===== src/rtl/utf8d_pkg.sv =====
// Package with shared widths, constants and types of the UTF-8 decoder.
`timescale 1ns / 1ps
package utf8d_pkg;

  localparam int ByteW  = 8;
  localparam int CodeW  = 21;
  localparam int OwedW  = 2;
  localparam int TrailW = 6;

  localparam logic [ByteW-1:0] ContStart = 8'h80;
  localparam logic [ByteW-1:0] Lead2     = 8'hC0;
  localparam logic [ByteW-1:0] Lead3     = 8'hE0;
  localparam logic [ByteW-1:0] Lead4     = 8'hF0;
  localparam logic [ByteW-1:0] Mask2     = 8'h1F;
  localparam logic [ByteW-1:0] Mask3     = 8'h0F;
  localparam logic [ByteW-1:0] Mask4     = 8'h07;
  localparam logic [ByteW-1:0] MaskTrail = 8'h3F;
  localparam logic [CodeW-1:0] Replace   = 21'h00003F;  // '?'

  localparam logic [OwedW-1:0] OwedNone  = 2'd0;
  localparam logic [OwedW-1:0] OwedOne   = 2'd1;
  localparam logic [OwedW-1:0] OwedTwo   = 2'd2;
  localparam logic [OwedW-1:0] OwedThree = 2'd3;

  // Result of one decode step, handed from the core to the output stage.
  typedef struct packed {
    logic             emit;
    logic [CodeW-1:0] code_point;
    logic             final_char;
  } dec_res_t;

endpackage


===== src/rtl/utf8d_if.sv =====
// Valid/ready channel interfaces for the byte input and the code point output.
`timescale 1ns / 1ps
interface utf8d_byte_if;
  logic                       valid;
  logic                       ready;
  logic [utf8d_pkg::ByteW-1:0] data_byte;
  logic                       string_end;

  modport source (output valid, output data_byte, output string_end, input ready);
  modport sink   (input valid, input data_byte, input string_end, output ready);
endinterface

interface utf8d_cp_if;
  logic                        valid;
  logic                        ready;
  logic [utf8d_pkg::CodeW-1:0] code_point;
  logic                        final_char;

  modport source (output valid, output code_point, output final_char, input ready);
  modport sink   (input valid, input code_point, input final_char, output ready);
endinterface


===== src/rtl/utf8d_core.sv =====
// Decode step: sequence state registers and the per-byte shift-or update.
`timescale 1ns / 1ps
module utf8d_core (
  input  logic                          clk,
  input  logic                          rst_n,
  input  logic                          step,
  input  logic [utf8d_pkg::ByteW-1:0]   data_byte,
  input  logic                          string_end,
  output utf8d_pkg::dec_res_t           res
);
  import utf8d_pkg::*;

  logic [CodeW-1:0] partial_r, partial_nxt;
  logic [OwedW-1:0] owed_r, owed_nxt;
  logic [CodeW-1:0] part_w;
  logic [OwedW-1:0] owed_w;

  always_comb begin
    part_w          = partial_r;
    owed_w          = owed_r;
    res.emit        = 1'b0;
    res.code_point  = '0;
    res.final_char  = string_end;
    partial_nxt     = partial_r;
    owed_nxt        = owed_r;
    if (owed_r == OwedNone) begin
      if (data_byte < ContStart) begin
        res.emit       = 1'b1;
        res.code_point = {{(CodeW-ByteW){1'b0}}, data_byte};
      end else if (data_byte < Lead2) begin
        res.emit       = 1'b1;
        res.code_point = Replace;
      end else begin
        priority if (data_byte < Lead3) begin
          part_w = {{(CodeW-ByteW){1'b0}}, data_byte & Mask2};
          owed_w = OwedOne;
        end else if (data_byte < Lead4) begin
          part_w = {{(CodeW-ByteW){1'b0}}, data_byte & Mask3};
          owed_w = OwedTwo;
        end else begin
          part_w = {{(CodeW-ByteW){1'b0}}, data_byte & Mask4};
          owed_w = OwedThree;
        end
        if (string_end) begin
          res.emit       = 1'b1;
          res.code_point = part_w;
        end else begin
          partial_nxt = part_w;
          owed_nxt    = owed_w;
        end
      end
    end else begin
      // Shift in the low six bits of a following byte, unchecked.
      part_w = {partial_r[CodeW-TrailW-1:0], data_byte[TrailW-1:0]};
      owed_w = owed_r - OwedOne;
      if (owed_w != OwedNone && !string_end) begin
        partial_nxt = part_w;
        owed_nxt    = owed_w;
      end else begin
        res.emit       = 1'b1;
        res.code_point = part_w;
        partial_nxt    = '0;
        owed_nxt       = OwedNone;
      end
    end
  end

  always_ff @(posedge clk) begin
    if (!rst_n) begin
      partial_r <= '0;
      owed_r    <= OwedNone;
    end else if (step) begin
      partial_r <= partial_nxt;
      owed_r    <= owed_nxt;
    end
  end

endmodule


===== src/rtl/utf8_to_codepoint_decoder_top.sv =====
// Top level of the UTF-8 to code point decoder: input stage, core, output stage.
//
//   channel  | dir | payload                         | role
//   in_ch    | in  | data_byte[7:0], string_end      | one text byte per beat
//   out_ch   | out | code_point[20:0], final_char    | one character per beat
//
// Throughput: one byte per cycle except while a result waits on out_ch.ready; a
// byte passes the input register, the decode logic and the result register to out_ch.
// The decode path is a lead-byte mask or a shift-or, plus a two-bit counter update.
// Reset: synchronous, active low; clears the stage valid flags and the
// sequence state (partial value and owed-byte count).
// Stalls: the result register holds while out_ch.ready is low; the input
// register still takes a beat and bytes that complete no character keep
// draining into the core.
`timescale 1ns / 1ps
module utf8_to_codepoint_decoder_top (
  input logic         clk,
  input logic         rst_n,
  utf8d_byte_if.sink  in_ch,
  utf8d_cp_if.source  out_ch
);
  import utf8d_pkg::*;

  // Input register stage.
  logic             in_valid_r, in_valid_nxt;
  logic [ByteW-1:0] in_byte_r;
  logic             in_last_r;

  // Result register stage.
  logic             out_valid_r, out_valid_nxt;
  logic [CodeW-1:0] out_cp_r;
  logic             out_final_r;

  dec_res_t res;
  logic     out_free;
  logic     consume;
  logic     in_beat;

  // The output slot frees up when it is empty or its beat completes now.
  assign out_free = !out_valid_r || out_ch.ready;
  // Advance the held byte unless it makes a result with nowhere to go.
  assign consume  = in_valid_r && (!res.emit || out_free);
  assign in_ch.ready = !in_valid_r || consume;
  assign in_beat  = in_ch.valid && in_ch.ready;

  utf8d_core u_core (
    .clk        (clk),
    .rst_n      (rst_n),
    .step       (consume),
    .data_byte  (in_byte_r),
    .string_end (in_last_r),
    .res        (res)
  );

  always_comb begin
    in_valid_nxt = in_valid_r;
    if (in_beat) begin
      in_valid_nxt = 1'b1;
    end else if (consume) begin
      in_valid_nxt = 1'b0;
    end
  end

  always_comb begin
    out_valid_nxt = out_valid_r;
    if (consume && res.emit) begin
      out_valid_nxt = 1'b1;
    end else if (out_ch.ready) begin
      out_valid_nxt = 1'b0;
    end
  end

  always_ff @(posedge clk) begin
    if (!rst_n) begin
      in_valid_r  <= 1'b0;
      out_valid_r <= 1'b0;
    end else begin
      in_valid_r  <= in_valid_nxt;
      out_valid_r <= out_valid_nxt;
    end
  end

  // Payload registers: load on an input beat or a result write, hold otherwise.
  always_ff @(posedge clk) begin
    if (in_beat) begin
      in_byte_r <= in_ch.data_byte;
      in_last_r <= in_ch.string_end;
    end
    if (consume && res.emit) begin
      out_cp_r    <= res.code_point;
      out_final_r <= res.final_char;
    end
  end

  assign out_ch.valid      = out_valid_r;
  assign out_ch.code_point = out_cp_r;
  assign out_ch.final_char = out_final_r;

endmodule

===== src/flat_wrapper.sv =====
// flat-port wrapper written by rule: the top's interface ports become plain ports
module utf8_to_codepoint_decoder_top_flat import utf8d_pkg::*;
  (clk, rst_n, in_ch_valid, in_ch_data_byte, in_ch_string_end, in_ch_ready, out_ch_valid, out_ch_code_point, out_ch_final_char, out_ch_ready);
  utf8d_byte_if in_ch_i ();
  utf8d_cp_if out_ch_i ();
  input logic clk;
  input logic rst_n;
  input wire logic [$bits(in_ch_i.valid)-1:0] in_ch_valid;
  input wire logic [$bits(in_ch_i.data_byte)-1:0] in_ch_data_byte;
  input wire logic [$bits(in_ch_i.string_end)-1:0] in_ch_string_end;
  output wire logic [$bits(in_ch_i.ready)-1:0] in_ch_ready;
  output wire logic [$bits(out_ch_i.valid)-1:0] out_ch_valid;
  output wire logic [$bits(out_ch_i.code_point)-1:0] out_ch_code_point;
  output wire logic [$bits(out_ch_i.final_char)-1:0] out_ch_final_char;
  input wire logic [$bits(out_ch_i.ready)-1:0] out_ch_ready;
  assign in_ch_i.valid = in_ch_valid;
  assign in_ch_i.data_byte = in_ch_data_byte;
  assign in_ch_i.string_end = in_ch_string_end;
  assign in_ch_ready = in_ch_i.ready;
  assign out_ch_valid = out_ch_i.valid;
  assign out_ch_code_point = out_ch_i.code_point;
  assign out_ch_final_char = out_ch_i.final_char;
  assign out_ch_i.ready = out_ch_ready;
  utf8_to_codepoint_decoder_top u_core (.clk(clk), .rst_n(rst_n), .in_ch(in_ch_i), .out_ch(out_ch_i));
endmodule

===== config.mk =====
export PLATFORM = sky130hd
export DESIGN_NAME = utf8_to_codepoint_decoder_top_flat
export DESIGN_NICKNAME = d
export VERILOG_FILES = /design/src/rtl/utf8d_pkg.sv /design/src/rtl/utf8d_if.sv /design/src/rtl/utf8d_core.sv /design/src/rtl/utf8_to_codepoint_decoder_top.sv /design/src/flat_wrapper.sv
export SDC_FILE = /design/constraint.sdc
export NUM_CORES = 1
export LEC_CHECK = 0
export BUFFER_PORTS_ARGS = -buffer_cell sky130_fd_sc_hd__buf_2
export CORE_MARGIN = 1.5
export CORE_UTILIZATION = 25
export CTS_BUF_LIST = sky130_fd_sc_hd__clkbuf_4
export CTS_CLUSTER_DIAMETER = 50
export CTS_CLUSTER_SIZE = 20
export DETAILED_ROUTE_END_ITERATION = 7
export GPL_ROUTABILITY_DRIVEN = 0
export PLACE_DENSITY = 0.48
export SLEW_MARGIN = 10
export SYNTH_ARGS = -nofsm -noshare
export SYNTH_HDL_FRONTEND = slang
export SYNTH_SLANG_ARGS = --single-unit

===== constraint.sdc =====
create_clock -name clk -period 2.1 [get_ports clk]
set_input_delay 0.21 -clock clk [delete_from_list [all_inputs] [get_ports clk]]
set_output_delay 0.21 -clock clk [all_outputs]
set_load 0.01 [all_outputs]

== Word level (Yosys, flattened, before mapping) ==
Index checks and enable logic that the tools add are counted.
Operators by class
  reductions and logical operators: 16
  order comparisons: 4
  add/sub/neg operators: 1
  mux-type cells: 23
  equal/unequal tests: 3
Operator list (number)
  two-way mux 22 bit: 5
  two-way mux 15 bit: 5
  < comparator 8 bit (second input constant): 4
  two-way mux 2 bit: 6
  != test 2 bit (second input constant): 3
  nonzero test 2 bit: 3
  two-way mux 1 bit: 5
  two-way mux 5 bit: 1
  logical AND 1 bit: 4
  logical NOT 1 bit: 4
  two-way mux 4 bit: 1
  AND reduction 4 bit: 1
  logical OR 1 bit: 3
  logical NOT 2 bit: 1
  subtractor 2 x 1 -> 2 bit (second input constant): 1
Word-level totals
  input bits: 13
  output and inout port bits: 24
  word-level logic and storage cells: 55
  register bits: 50

== Logic depth before layout (Yosys ltp) ==
Gate-level depths: netlist (run 1).
  depth in word-level cells: 13
  gate-level depth with buffers: 7
  gate-level depth less buffers: 5

== Cells and area by module ==
A second synthesis (run 1) with hierarchy kept.
Unflattened totals
  cell total of the unflattened synthesis: 169
  area total of the unflattened synthesis: 2150.8 um^2
Modules (own cells, without submodules)
  utf8d_core: times used 1, seq. area each 340.3 um^2, cells each 126, area an instance 1102.3 um^2
  utf8_to_codepoint_decoder_top: times used 1, seq. area each 970.9 um^2, cells each 43, area an instance 1048.5 um^2

== Worst setup path before layout (run 1) ==
No wires, ideal clock.
  path type: reg2reg
  start: register u_core.u_core.owed_r[0]
  end: register u_core.out_cp_r[0], in the netlist u_core.out_ch.code_point[0], enable pin
  setup slack: -200 ps
  library setup time: 401 ps
  clock period less this slack: 2300 ps
  data required time: 1699 ps
  stages on the path, launching flop included: 7
  data arrival time: 1899 ps
  cells stage by stage: dfxtp_1 -> inv_1 -> ha_1 -> buf_6 -> nand4b_1 -> nand3_1 -> nor2_1
On the way
  longest elaborated chain between the ends: 9
RTL lines
  start, declared: line utf8d_core.sv:14  | logic [OwedW-1:0] owed_r, owed_nxt;
  start signal, assigned: line utf8d_core.sv:71  | owed_r <= OwedNone;
  start signal, assigned: line utf8d_core.sv:74  | owed_r <= owed_nxt;
  subtractor 2 x 1 -> 2 bit: line utf8d_core.sv:55  | owed_w = owed_r - OwedOne;
  nonzero test 2 bit: line utf8d_core.sv:56  | if (owed_w != OwedNone && !string_end) begin
  logical AND 1 bit: line utf8d_core.sv:56
  two-way mux 22 bit: line utf8d_core.sv:56
  two-way mux 22 bit *: line utf8d_core.sv:26  | if (owed_r == OwedNone) begin
  logical NOT 1 bit: line utf8_to_codepoint_decoder_top.sv:42  | assign consume = in_valid_r && (!res.emit || out_free);
  logical OR 1 bit: line utf8_to_codepoint_decoder_top.sv:42
  logical AND 1 bit: line utf8_to_codepoint_decoder_top.sv:42
  logical AND 1 bit *: line utf8_to_codepoint_decoder_top.sv:89  | if (consume && res.emit) begin
  end signal, assigned: line utf8_to_codepoint_decoder_top.sv:90  | out_cp_r <= res.code_point;
  end, declared: line utf8_to_codepoint_decoder_top.sv:31  | logic [CodeW-1:0] out_cp_r;
Mark *: on every way between the ends. The rest lies on a longest branch, timed or not.
A chain may end at the register's enable or synchronous reset.

== Worst setup path in the final report (run 1) ==
  start: register u_core.u_core.owed_r[0]
  end: output port in_ch_ready
On the way
  longest elaborated chain between the ends: 9
RTL lines
  subtractor 2 x 1 -> 2 bit: line utf8d_core.sv:55
  nonzero test 2 bit: line utf8d_core.sv:56
  logical AND 1 bit: line utf8d_core.sv:56
  two-way mux 22 bit: line utf8d_core.sv:56
  two-way mux 22 bit *: line utf8d_core.sv:26
  logical NOT 1 bit *: line utf8_to_codepoint_decoder_top.sv:42
  logical OR 1 bit *: line utf8_to_codepoint_decoder_top.sv:42
  logical AND 1 bit *: line utf8_to_codepoint_decoder_top.sv:42
  logical OR 1 bit *: line utf8_to_codepoint_decoder_top.sv:43  | assign in_ch.ready = !in_valid_r || consume;
  end, declared: line flat_wrapper.sv:11  | output wire logic [$bits(in_ch_i.ready)-1:0] in_ch_ready;
Marks and branches as above.

==> key figures, run 1 <==
Status
  – Status: completed

Worst setup path
  – Worst reg2reg path depth: 5
  – Endpoint class of the critical path: output port
  – Critical path data arrival time: 1.72 ns
  – Critical path required time: 1.89 ns
  – Slack of the worst reg-to-reg path: 0.22 ns
  – Delay of the slowest cell on the worst path: 0.40 ns
  – Cell type of the slowest stage on the worst timing path: sky130_fd_sc_hd__dfxtp_1
  – Kind of critical path: register to output port
  – CP cell instances: inv_1, ha_1, or3_4, nand4_1, buf_2
  – Peak fanout along the critical path: 4
  – Crit start category: register

Power and ir drop
  – Sequential cell fraction of total power: 0.607
  – Cell-internal power: 1400 uW
  – Switching part of the total: 0.228
  – Power dissipated by switching net loads: 415 uW
  – Max VDD drop: 0.248 mV
  – Areal power density over the cells: 727 nW/um2
  – Combinational share of power: 0.082
  – Total leakage power: 0.000933 uW
  – Total power after layout: 1820 uW
  – Clock group share of total power: 0.311

Place
  – Buffers on Ports: 36
  – Cells after DPL: 291
  – Post-detail-place hpwl: 2680 um

Route
  – Detailed router's first-iteration violation count: 41
  – Final routed wire length divided by cell count: 12.4 um
  – Number of search-and-repair iterations in the first detailed-routing pass: 4
  – Routed via count divided by cell count: 4.38
  – Post-detailed-route DRC marker count: 0
  – Post-DRT Antenna Nets: 0
  – Detailed Route WL: 3830 um
  – Via count: 1,349

CTS
  – Maximum root-to-sink buffer count: 2
  – Root buffer cell: sky130_fd_sc_hd__clkbuf_4
  – Clock latency reported for the late side of the worst-skew pair: 0.37 ns
  – Number of buffers inserted during clock tree synthesis: 5
  – Level count of the clock H-tree: 2
  – CTS tree: built
  – Clk pin slew, worst setup/hold paths: 0.14 ns
  – Post-CTS sizing: 0
  – CTS sink count: 50

GRT
  – Maximum number of pins on one net before global-route repair: 23
  – Via count of the first global-routing pass: 1,259
  – Global routing usage summed across all routing layers: 0.0968
  – Number of antenna violations at the first check in global routing: 0
  – Wire length of the first global-routing pass: 6220 um
  – Grt total ovfl: 0

Floorplanning
  – Die Area: 8550 um2
  – Die extent in y: 92.5 um
  – Area of the core: 7730 um2
  – Die X-Extent: 92.5 um
  – Num ports: 37
  – Starting density of the core: 0.259
  – Placement Rows: 32

Logic synthesis
  – #FFs+latches synth: 50
  – Number of distinct library cells after synthesis: 36
  – Adder and majority cell fraction of the synthesized area: 0.0125
  – Basic-gate share of the synthesized area counting and, or, nand and nor cells: 0.133
  – Post-synthesis compound-gate area fraction: 0.152
  – Post-synthesis async set-or-reset flop share: 0
  – Xor/xnor cell area share of the yosys netlist: 0
  – Number of instances in the synthesized netlist: 154
  – Most instantiated flip-flop cell in the synthesis netlist: sky130_fd_sc_hd__edfxtp_1
  – Net count after synthesis: 169
  – Sequential cell area fraction in the yosys report: 0.655
  – Post-synth EDFFs: 31
  – Average instance area after synthesis: 13.0 um2
  – Warning count from the yosys run: 0
  – Main combinational cell family by area after synthesis: compound AO/OA/AOI/OAI gates
  – Combined area of all synthesized cells: 2000 um2
  – Mux contribution to synthesized area: 0.0150

Timing
  – Setup repair after global routing missed its margin: false
  – Worst-margin pin slew: 0.410 ns
  – Final worst-path cycle share: 0.920
  – Max-slew violation count: 0
  – Fmax achieved: 517 MHz
  – Total count of hold-check failures in the final report: 0
  – Worst slew margin relative to its limit: 0.726
  – Post-route clock skew: 0.0104 ns
  – Number of endpoints failing setup at the final stage: 0
  – Summed negative setup slack over all endpoints: 0 ns
  – Time the final worst path needs with I/O delays and setup: 1.93 ns

Final layout
  – Leading cell types in the layout, fill and taps excluded: sky130_fd_sc_hd__buf_2 (36), sky130_fd_sc_hd__edfxtp_1 (31), sky130_fd_sc_hd__dfxtp_1 (19)
  – Number of standard cells in the final layout excluding fillers: 308
  – Most common cell after layout, fill and taps aside: sky130_fd_sc_hd__buf_2
  – Proportion of layout cells with a drive suffix above 1: 0.272
  – Final core utilization: 0.323
  – Count of nets after finishing: 220
  – Antenna Diode Count: 0
  – Area delta synth->final: 24.8%

Min path
  – Hold path cells: 3
  – Worst min-delay path category: primary input to register

Flow run
  – Max capacitance violation total: 0
-- kinds of logic (layout without fill, tap and decap cells) --
logic type,Yosys count,count (layout)
adders and majority gates,2,2
AOI/OAI and AO/OA,38,38
and+or+nand+nor,47,47
buffers and inverters,14,66
DFF,50,50
muxes,3,3
-- power by group through the flow --
stage | combinational [uW] | sequential [uW] | clock, uW
after detailed placement | 139 | 1130 | 0
after floorplan | 69.9 | 1130 | 0
after CTS | 151 | 1100 | 588
after global routing | 166 | 1110 | 624
after global placement | 138 | 1120 | 0
final | 149 | 1100 | 565
-- layout make-up --
cell class,instances,area (um2)
fillers,790,5230
flip-flops and latches,50,1310
multi-input cells,90,628
repair buffers,50,320
well taps,102,128
clock inverters,3,43.8
clock buffers,5,37.5
inverters,8,30.0
-- worst paths after layout --
path | startpoint | end
max | u_core.u_core.owed_r[0] | in_ch_ready
min | in_ch_valid | u_core.in_valid_r
min reg2reg | u_core.u_core.owed_r[1] | u_core.u_core.owed_r[1]
max reg2reg | u_core.u_core.owed_r[0] | u_core.in_byte_r[1]
-- synth_stat cells (2+ instances only) --
| cell type | number | area (um2) |
|---|---|---|
| sky130_fd_sc_hd__a21boi_0 | 2 | 15.0 |
| sky130_fd_sc_hd__ha_1 | 2 | 25.0 |
| sky130_fd_sc_hd__edfxtp_1 | 31 | 931 |
| sky130_fd_sc_hd__nand4_1 | 2 | 12.5 |
| sky130_fd_sc_hd__o31ai_1 | 2 | 15.0 |
| sky130_fd_sc_hd__dfxtp_1 | 19 | 380 |
| sky130_fd_sc_hd__nand2_1 | 14 | 52.6 |
| sky130_fd_sc_hd__a21oi_1 | 6 | 30.0 |
| sky130_fd_sc_hd__and2_1 | 16 | 100 |
| sky130_fd_sc_hd__clkbuf_1 | 3 | 11.3 |
| sky130_fd_sc_hd__mux2i_1 | 3 | 30.0 |
| sky130_fd_sc_hd__a32o_1 | 11 | 110 |
| sky130_fd_sc_hd__nand3_1 | 3 | 15.0 |
| sky130_fd_sc_hd__inv_1 | 8 | 30.0 |
| sky130_fd_sc_hd__o21ai_0 | 2 | 10.0 |
| sky130_fd_sc_hd__nor2_1 | 3 | 11.3 |
| sky130_fd_sc_hd__nor2b_1 | 2 | 12.5 |
| sky130_fd_sc_hd__o22ai_1 | 7 | 43.8 |
-- metal layers --
metal  global-route usage  up-vias  share of wire
li1                     -      682              -
met1                0.119      616           0.48
met2                0.151       43           0.44
met3               0.0353        8          0.058
met4               0.0436        0          0.022
met5                    0        -              0
-- worst max-delay path: cells and delay by family (launching register included) --
| family | cells | cell delay [ns] |
|---|---|---|
| AND/OR/NAND/NOR | 2 | 0.54 |
| flip-flops | 1 | 0.40 |
| buffers and inverters | 2 | 0.21 |
| adder cells (fa/ha/maj) | 1 | 0.21 |
-- flip-flops by register name, indices dropped and copies added (netlist names) --
signal	flops
u_core.out_ch.code_point	21
u_core.u_core.partial_r	15
u_core.in_byte_r	8
u_core.u_core.owed_r	2
u_core.in_last_r	1
u_core.in_valid_r	1
u_core.out_ch.final_char	1
u_core.out_ch.valid	1
-- stage by stage --
step | worst slack, ns | instance area (um2) | hold slack, ns
after floorplan | 0.145 | 2000 | 0.309
after global placement | 0.249 | 2330 | 0.387
after detailed placement | 0.221 | 2330 | 0.388
after CTS | 0.129 | 2500 | 0.0567
after global routing | 0.0375 | 2500 | 0.0691
final | 0.167 | 2500 | 0.0744
-- what timing repair did --
action | CTS | global route
hold buffers | 9 | 0
setup buffers | 0 | 0
endpoints found under the hold margin | 9 | 0
No activity file was read; power rests on OpenSTA's default activity.
==> inputs of run 2 (changes only) <==
--- a/config.mk
+++ b/config.mk
@@ -5,6 +5,7 @@
 export SDC_FILE = /design/constraint.sdc
 export NUM_CORES = 1
 export LEC_CHECK = 0
+export ABC_AREA = 1
 export BUFFER_PORTS_ARGS = -buffer_cell sky130_fd_sc_hd__buf_2
 export CORE_MARGIN = 1.5
 export CORE_UTILIZATION = 25
@@ -13,7 +14,7 @@
 export CTS_CLUSTER_SIZE = 20
 export DETAILED_ROUTE_END_ITERATION = 7
 export GPL_ROUTABILITY_DRIVEN = 0
-export PLACE_DENSITY = 0.48
+export PLACE_DENSITY = 0.47
 export SLEW_MARGIN = 10
 export SYNTH_ARGS = -nofsm -noshare
 export SYNTH_HDL_FRONTEND = slang
==> run 2 against run 1 <==
Global-route usage up 0.21 points. Sequential share of layout area down 2.0 points. Synthesized cell count grew 32%. Register-to-register slack improved by 0.02 ns. Clock-buffer cell count increased by 2. Wire length is 8.5% higher. Critical path depth is 1 higher. Clock power increased by 3%. Cell area rose by 3.9%. Non-clock buffer count fell by 2. Largest cell class unchanged.
==> key figures, run 2 <==
Floorplanning
  – Num ports: 37 (unchanged)
  – Die extent in y: 95.3 um (+3.0%)
  – Die Area: 9080 um2 (+6.2%)
  – Area of the core: 8220 um2 (+6.3%)
  – Starting density of the core: 0.259 (about the same)
  – Placement Rows: 33 (+3.1%)
  – Die X-Extent: 95.3 um (+3.0%)

CTS
  – Maximum root-to-sink buffer count: 2 (unchanged)
  – Clock latency reported for the late side of the worst-skew pair: 0.37 ns (about the same)
  – Number of buffers inserted during clock tree synthesis: 5 (unchanged)
  – Level count of the clock H-tree: 2 (unchanged)
  – Root buffer cell: sky130_fd_sc_hd__clkbuf_4
  – CTS sink count: 50 (unchanged)
  – Post-CTS Setup Repair Bufs: 0 (unchanged)
  – CTS tree: built
  – Clk pin slew, worst setup/hold paths: 0.14 ns (about the same)

Logic synthesis
  – Post-synthesis async set-or-reset flop share: 0 (unchanged)
  – Most instantiated cells after synthesis: sky130_fd_sc_hd__nand2_1 (33), sky130_fd_sc_hd__edfxtp_1 (31), sky130_fd_sc_hd__inv_1 (31), sky130_fd_sc_hd__nor2_1 (26)
  – Average instance area after synthesis: 10.4 um2 (-20%)
  – Share of Yosys cell area claimed by the top area cell type: 0.437 (-0.0279)
  – Most common cell in the synthesized netlist: sky130_fd_sc_hd__nand2_1
  – #FFs+latches synth: 50 (unchanged)
  – Warning count from the yosys run: 0 (unchanged)
  – Net count after synthesis: 219 (+30%)
  – Cell taking the most area after synthesis: sky130_fd_sc_hd__edfxtp_1
  – Ranking of synthesized cells by area: sky130_fd_sc_hd__edfxtp_1 (44%), sky130_fd_sc_hd__dfxtp_1 (18%), sky130_fd_sc_hd__nand2_1 (5.8%)
  – Post-synth EDFFs: 31 (unchanged)
  – Number of instances in the synthesized netlist: 204 (+32%)
  – Number of distinct library cells after synthesis: 27 (-25%)
  – Most instantiated flip-flop cell in the synthesis netlist: sky130_fd_sc_hd__edfxtp_1
  – Sequential cell area fraction in the yosys report: 0.616 (-0.0393)
  – Combined area of all synthesized cells: 2130 um2 (+6.4%)

GRT
  – Via count of the first global-routing pass: 1,349 (+7.1%)
  – Maximum number of pins on one net before global-route repair: 23 (unchanged)
  – Grt total ovfl: 0 (unchanged)
  – Number of antenna violations at the first check in global routing: 0 (unchanged)
  – Global routing usage summed across all routing layers: 0.0989 (+0.00212)
  – Wire length of the first global-routing pass: 6660 um (+7.0%)

Worst setup path
  – Crit start category: register
  – Critical path data arrival time: 1.70 ns (-0.02 ns)
  – Peak fanout along the critical path: 9 (+5)
  – Endpoint class of the critical path: output port
  – Critical path required time: 1.89 ns (about the same)
  – Kind of critical path: register to output port
  – Slack of the worst reg-to-reg path: 0.24 ns (+0.02 ns)

Timing
  – Worst slew margin relative to its limit: 0.661 (-0.0644)
  – Max-slew violation count: 0 (unchanged)
  – Fmax achieved: 522 MHz (+0.97%)
  – Setup repair after global routing missed its margin: false
  – Number of endpoints failing setup at the final stage: 0 (unchanged)
  – Summed negative setup slack over all endpoints: 0 ns (unchanged)
  – Post-route clock skew: 0.0153 ns (+0.00488 ns)
  – Time the final worst path needs with I/O delays and setup: 1.91 ns (-0.0186 ns)
  – Total count of hold-check failures in the final report: 0 (unchanged)
  – Final worst-path cycle share: 0.912 (-0.00886)
  – Worst-margin pin slew: 0.507 ns (+0.0969 ns)

Final layout
  – Leading cell types in the layout, fill and taps excluded: sky130_fd_sc_hd__buf_2 (36), sky130_fd_sc_hd__nand2_1 (33), sky130_fd_sc_hd__inv_1 (31), sky130_fd_sc_hd__edfxtp_1 (31), sky130_fd_sc_hd__nor2_1 (26)
  – Fill cell total of the finished layout: 879 (+11%)
  – Count of nets after finishing: 267 (+21%)
  – Number of flip-flops under the largest register name: 21 (unchanged)
  – Most common cell after layout, fill and taps aside: sky130_fd_sc_hd__buf_2
  – Proportion of layout cells with a drive suffix above 1: 0.245 (-0.0268)
  – Area of the multi-input gates: 632 um2 (+0.60%)
  – Fin area: 2600 um2 (+3.9%)
  – Antenna Diode Count: 0 (unchanged)
  – FF+latch area: 1310 um2 (unchanged)
  – Area delta synth->final: 21.9%
  – Final core utilization: 0.316 (-0.00737)

Route
  – Post-detailed-route DRC marker count: 0 (unchanged)
  – Detailed Route WL: 4160 um (+8.5%)
  – Detailed router's first-iteration violation count: 79 (+93%)
  – Post-DRT Antenna Nets: 0 (unchanged)
  – Via count: 1,447 (+7.3%)
  – Final routed wire length divided by cell count: 11.6 um (-6.6%)
  – Routed via count divided by cell count: 4.04 (-7.7%)
  – Number of search-and-repair iterations in the first detailed-routing pass: 4 (unchanged)

Place
  – Cell Area, Placed: 2440 um2 (+4.9%)
  – Buffers on Ports: 36 (unchanged)
  – Post-detail-place hpwl: 3050 um (+14%)

Status
  – Status: completed

Power and ir drop
  – Total power after layout: 1910 uW (+5.1%)
  – Total leakage power: 0.00101 uW (+8.8%)
  – Areal power density over the cells: 736 nW/um2 (+1.2%)
  – Max VDD drop: 0.301 mV (+21%)

Flow run
  – Max capacitance violation total: 0 (unchanged)

Min path
  – Worst min-delay path category: primary input to register
## run 2: cell types whose count changed in the layout (fill, tap and decap cells not counted), moves of 10 or more
cell                      change
sky130_fd_sc_hd__and2_1      -16
sky130_fd_sc_hd__inv_1       +23
sky130_fd_sc_hd__a32o_1      -10
sky130_fd_sc_hd__nor2_1      +24
sky130_fd_sc_hd__a21oi_1     +13
sky130_fd_sc_hd__nand2_1     +19
## run 2: per-layer routing
metal | global-route usage | routed length (um) | up-vias
li1 | - | - | 771
met1 | 0.134 | 2140 | 641
met2 | 0.147 | 1770 | 29
met3 | 0.0287 | 176 | 6
met4 | 0.0410 | 70 | 0
met5 | 0 | 0 | -
## run 2: cells by family after synthesis
family                   after synthesis  synth area share
AND/OR/NAND/NOR                       79             0.187
flip-flops                            50             0.616
buffers and inverters                 40            0.0887
AO/OA/AOI/OAI                         33            0.0964
adder cells (fa/ha/maj)                2            0.0117
## run 2: path summary, 6_finish.rpt
kind	from	depth (start not counted)	end
hold reg to reg	u_core.u_core.partial_r[7]	2	u_core.u_core.partial_r[7]
setup reg to reg	u_core.u_core.owed_r[1]	7	u_core.in_byte_r[1]
hold / removal	in_ch_string_end	1	u_core.in_last_r
setup / recovery	u_core.u_core.owed_r[1]	6	in_ch_ready
## run 2: timing repair
action | 4_1_cts | 5_1_grt
hold endpoints to repair | 0 | 7
hold buffers | 0 | 7
gates resized for setup | 0 | 1
endpoints found under the setup margin | 0 | 1
## run 2: layout make-up
cell class / instances / area share
sequential: 50 / 0.505
multi-input combinational: 114 / 0.243
timing repair buffer: 48 / 0.120
tap: 105 / 0.0506
inverter: 33 / 0.0487
clock buffer: 7 / 0.0202
clock inverter: 1 / 0.0116
## run 2: report_power, final
part / switching, uW / internal [uW] / total [uW]
clock: 302 / 279 / 580
sequential: 18.1 / 1090 / 1110
combinational: 139 / 82.3 / 221
## run 2: through the flow
step | instances | hold slack, ns | setup slack [ns]
after floorplan | 204 | 0.309 | 0.0996
after global placement | 343 | 0.388 | 0.277
after detailed placement | 343 | 0.396 | 0.184
after CTS | 351 | 0.0113 | 0.118
after global routing | 358 | 0.00489 | 0.0542
final | 358 | 0.0290 | 0.186
## run 2: critical path: stages, from the launching register on
cell and delay (ns):
sky130_fd_sc_hd__dfxtp_1 0.34, sky130_fd_sc_hd__inv_1 0.06, sky130_fd_sc_hd__ha_1 0.22, sky130_fd_sc_hd__o21ai_4 0.36, sky130_fd_sc_hd__nand2_8 0.13, sky130_fd_sc_hd__nand3_2 0.10
sky130_fd_sc_hd__buf_2 0.14
==> inputs of run 3 (changes only) <==
--- a/config.mk
+++ b/config.mk
@@ -14,7 +14,7 @@
 export CTS_CLUSTER_SIZE = 20
 export DETAILED_ROUTE_END_ITERATION = 7
 export GPL_ROUTABILITY_DRIVEN = 0
-export PLACE_DENSITY = 0.47
+export PLACE_DENSITY = 0.46
 export SLEW_MARGIN = 10
 export SYNTH_ARGS = -nofsm -noshare
 export SYNTH_HDL_FRONTEND = slang
==> constraint.sdc (replaced) <==
create_clock -name clk -period 2.35 [get_ports clk]
set_input_delay 0.235 -clock clk [delete_from_list [all_inputs] [get_ports clk]]
set_output_delay 0.235 -clock clk [all_outputs]
set_load 0.01 [all_outputs]
==> run 3 against run 2 <==
Register-to-register slack better by 0.25 ns. Sequential share of layout area is 2.6 points higher. Combinational power decreased by 19%. Final cell count decreased by 2.0%. Sequential power is 10% lower. Clock skew fell by 0.0020 ns. Largest power group unchanged.
==> key figures, run 3 (synthesized netlist as in run 2, its figures left out) <==
Status
  – Status: completed

Place
  – Buffers on Ports: 36 (unchanged)
  – Post-detail-place hpwl: 3210 um (+5.4%)
  – Worst setup slack before clock tree synthesis: 0.482 ns (+0.298 ns)
  – Cells after DPL: 343 (unchanged)

GRT
  – Grt total ovfl: 0 (unchanged)
  – Number of antenna violations at the first check in global routing: 0 (unchanged)
  – Via count of the first global-routing pass: 1,362 (+0.96%)
  – Wire length of the first global-routing pass: 7000 um (+5.1%)
  – Maximum number of pins on one net before global-route repair: 22 (-4.3%)
  – Global routing usage summed across all routing layers: 0.102 (+0.00266)

CTS
  – Post-CTS Setup Repair Bufs: 0 (unchanged)
  – CTS tree: built
  – Root buffer cell: sky130_fd_sc_hd__clkbuf_4
  – Maximum root-to-sink buffer count: 2 (unchanged)
  – CTS sink count: 50 (unchanged)
  – Clk pin slew, worst setup/hold paths: 0.14 ns (about the same)
  – Post-CTS sizing: 0 (unchanged)
  – Number of buffers inserted during clock tree synthesis: 5 (unchanged)
  – Number of hold-repair buffers added at the cts stage: 0 (unchanged)
  – Clock latency reported for the late side of the worst-skew pair: 0.37 ns (about the same)
  – Level count of the clock H-tree: 2 (unchanged)

Timing
  – Worst-margin pin slew: 0.597 ns (+0.0896 ns)
  – Fmax achieved: 513 MHz
  – Setup repair after global routing missed its margin: false
  – Worst-case setup margin in the final layout: 0.401 ns (+0.216 ns)
  – Smallest hold slack: 0.0309 ns (+0.00188 ns)
  – Summed negative setup slack over all endpoints: 0 ns (unchanged)
  – Number of endpoints failing setup at the final stage: 0 (unchanged)
  – Max-slew violation count: 0 (unchanged)
  – Post-route clock skew: 0.0132 ns (-0.00204 ns)
  – Time the final worst path needs with I/O delays and setup: 1.95 ns
  – Final worst-path cycle share: 0.829
  – Total count of hold-check failures in the final report: 0 (unchanged)
  – Worst slew margin relative to its limit: 0.600 (-0.0613)

Min path
  – Worst min-delay path category: primary input to register
  – Hold path cells: 1 (unchanged)

Final layout
  – Count of nets after finishing: 260 (-2.6%)
  – Antenna Diode Count: 0 (unchanged)
  – Proportion of layout cells with a drive suffix above 1: 0.244 (-0.00116)
  – Area delta synth->final: 16.0%
  – Leading cell types in the layout, fill and taps excluded: sky130_fd_sc_hd__buf_2 (36), sky130_fd_sc_hd__nand2_1 (33), sky130_fd_sc_hd__inv_1 (31), sky130_fd_sc_hd__edfxtp_1 (31), sky130_fd_sc_hd__nor2_1 (26)
  – Most common cell after layout, fill and taps aside: sky130_fd_sc_hd__buf_2
  – Number of flip-flops under the largest register name: 21 (unchanged)
  – Number of standard cells in the final layout excluding fillers: 351 (-2.0%)

Worst setup path
  – Number of buffers and inverters on the critical path: 3 (+1)
  – Critical path data arrival time: 1.71 ns (about the same)
  – Last element of the critical path: in_ch_ready
  – Slack of the worst reg-to-reg path: 0.49 ns (+0.25 ns)
  – Critical path required time: 2.12 ns (+0.23 ns)
  – CP cell instances: inv_1, ha_1, buf_4, nand2_4, nand2_8, nand3_2, buf_2
  – Crit start category: register
  – Critical path depth in cells: 7 (+1)
  – Cell type of the slowest stage on the worst timing path: sky130_fd_sc_hd__dfxtp_1
  – Kind of critical path: register to output port
  – Endpoint class of the critical path: output port
  – Peak fanout along the critical path: 9 (unchanged)
  – Delay-heaviest family, CP: buffers and inverters
  – Launch point of the critical path: u_core.u_core.owed_r[0]
  – Worst reg2reg path startpoint: u_core.u_core.owed_r[0]
  – Worst reg2reg path depth: 8 (+1)
  – Delay of the slowest cell on the worst path: 0.34 ns (-0.02 ns)
  – Terminus of the critical flop-to-flop path: u_core.in_byte_r[2]

Floorplanning
  – Placement Rows: 33 (unchanged)
  – Die Area: 9080 um2 (unchanged)
  – Starting density of the core: 0.259 (unchanged)
  – Num ports: 37 (unchanged)
  – Area of the core: 8220 um2 (unchanged)
  – Die extent in y: 95.3 um (unchanged)
  – Die X-Extent: 95.3 um (unchanged)

Route
  – Detailed router's first-iteration violation count: 106 (+34%)
  – Via count: 1,454 (+0.48%)
  – Number of search-and-repair iterations in the first detailed-routing pass: 4 (unchanged)
  – Post-detailed-route DRC marker count: 0 (unchanged)
  – Detailed Route WL: 4310 um (+3.7%)
  – Final routed wire length divided by cell count: 12.3 um (+5.7%)
  – Routed via count divided by cell count: 4.14 (+2.5%)
  – Post-DRT Antenna Nets: 0 (unchanged)

Power and ir drop
  – Max VDD drop: 0.174 mV (-42%)
  – Total leakage power: 0.000960 uW (-5.4%)
  – Areal power density over the cells: 630 nW/um2 (-14%)
  – Total power after layout: 1560 uW (-19%)

Flow run
  – Max capacitance violation total: 0 (unchanged)
[run 3: changes by cell type in the layout (fill, tap and decap cells not counted), sizes merged]
| cell | delta |
|---|---|
| clkinv | +2 |
| clkinvlp | +1 |
| bufinv | -1 |
| clkbuf | -2 |
| dlygate4sd3 | -7 |
[run 3: stage by stage]
| step | utilization | cell area, um2 |
|---|---|---|
| floorplan | - | 2130 |
| global placement | 0.294 | 2420 |
| detailed placement | 0.294 | 2420 |
| CTS | 0.301 | 2470 |
| global route | 0.301 | 2470 |
| finish | 0.301 | 2470 |
[run 3: final cells by class]
| class | instances | area (um2) |
|---|---|---|
| Clock buffer | 5 | 37.5 |
| Clock inverter | 3 | 16.3 |
| Fill cell | 890 | 5750 |
| Inverter | 33 | 126 |
| Multi-Input combinational cell | 114 | 629 |
| Sequential cell | 50 | 1310 |
| Tap cell | 105 | 131 |
| Timing Repair Buffer | 41 | 218 |
[run 3: worst min path at each step]
stage	from	end	slack [ns]
4_1_cts	in_ch_data_byte[2]	u_core.in_byte_r[2]	0.02
5_1_grt	in_ch_data_byte[0]	u_core.in_byte_r[0]	0.008
3_3_place_gp	in_ch_data_byte[4]	u_core.in_byte_r[4]	0.41
3_5_place_dp	in_ch_data_byte[2]	u_core.in_byte_r[2]	0.41
2_1_floorplan	in_ch_data_byte[0]	u_core.in_byte_r[0]	0.33
6_report	in_ch_data_byte[2]	u_core.in_byte_r[2]	0.03
[run 3: worst reg2reg max path, cell delays in order (launching register included)]
cell	delay, ns
sky130_fd_sc_hd__dfxtp_1	0.36
sky130_fd_sc_hd__inv_1	0.07
sky130_fd_sc_hd__ha_1	0.24
sky130_fd_sc_hd__buf_4	0.18
sky130_fd_sc_hd__nand2_4	0.14
sky130_fd_sc_hd__nand2_8	0.10
sky130_fd_sc_hd__nand3_2	0.10
sky130_fd_sc_hd__nand2_1	0.08
sky130_fd_sc_hd__inv_1	0.27
[run 3: routing by layer]
layer / GRT usage / part of all wire / vias to the layer above
li1: - / - / 754
met1: 0.146 / 0.52 / 666
met2: 0.148 / 0.43 / 28
met3: 0.0199 / 0.035 / 6
met4: 0.0410 / 0.016 / 0
met5: 0 / 0 / -
[run 3: where the power goes]
group          switching, uW  leakage (uW)  internal [uW]
clock network            268     0.0000286            112
logic                    118      0.000481           61.2
registers               21.5      0.000451            975
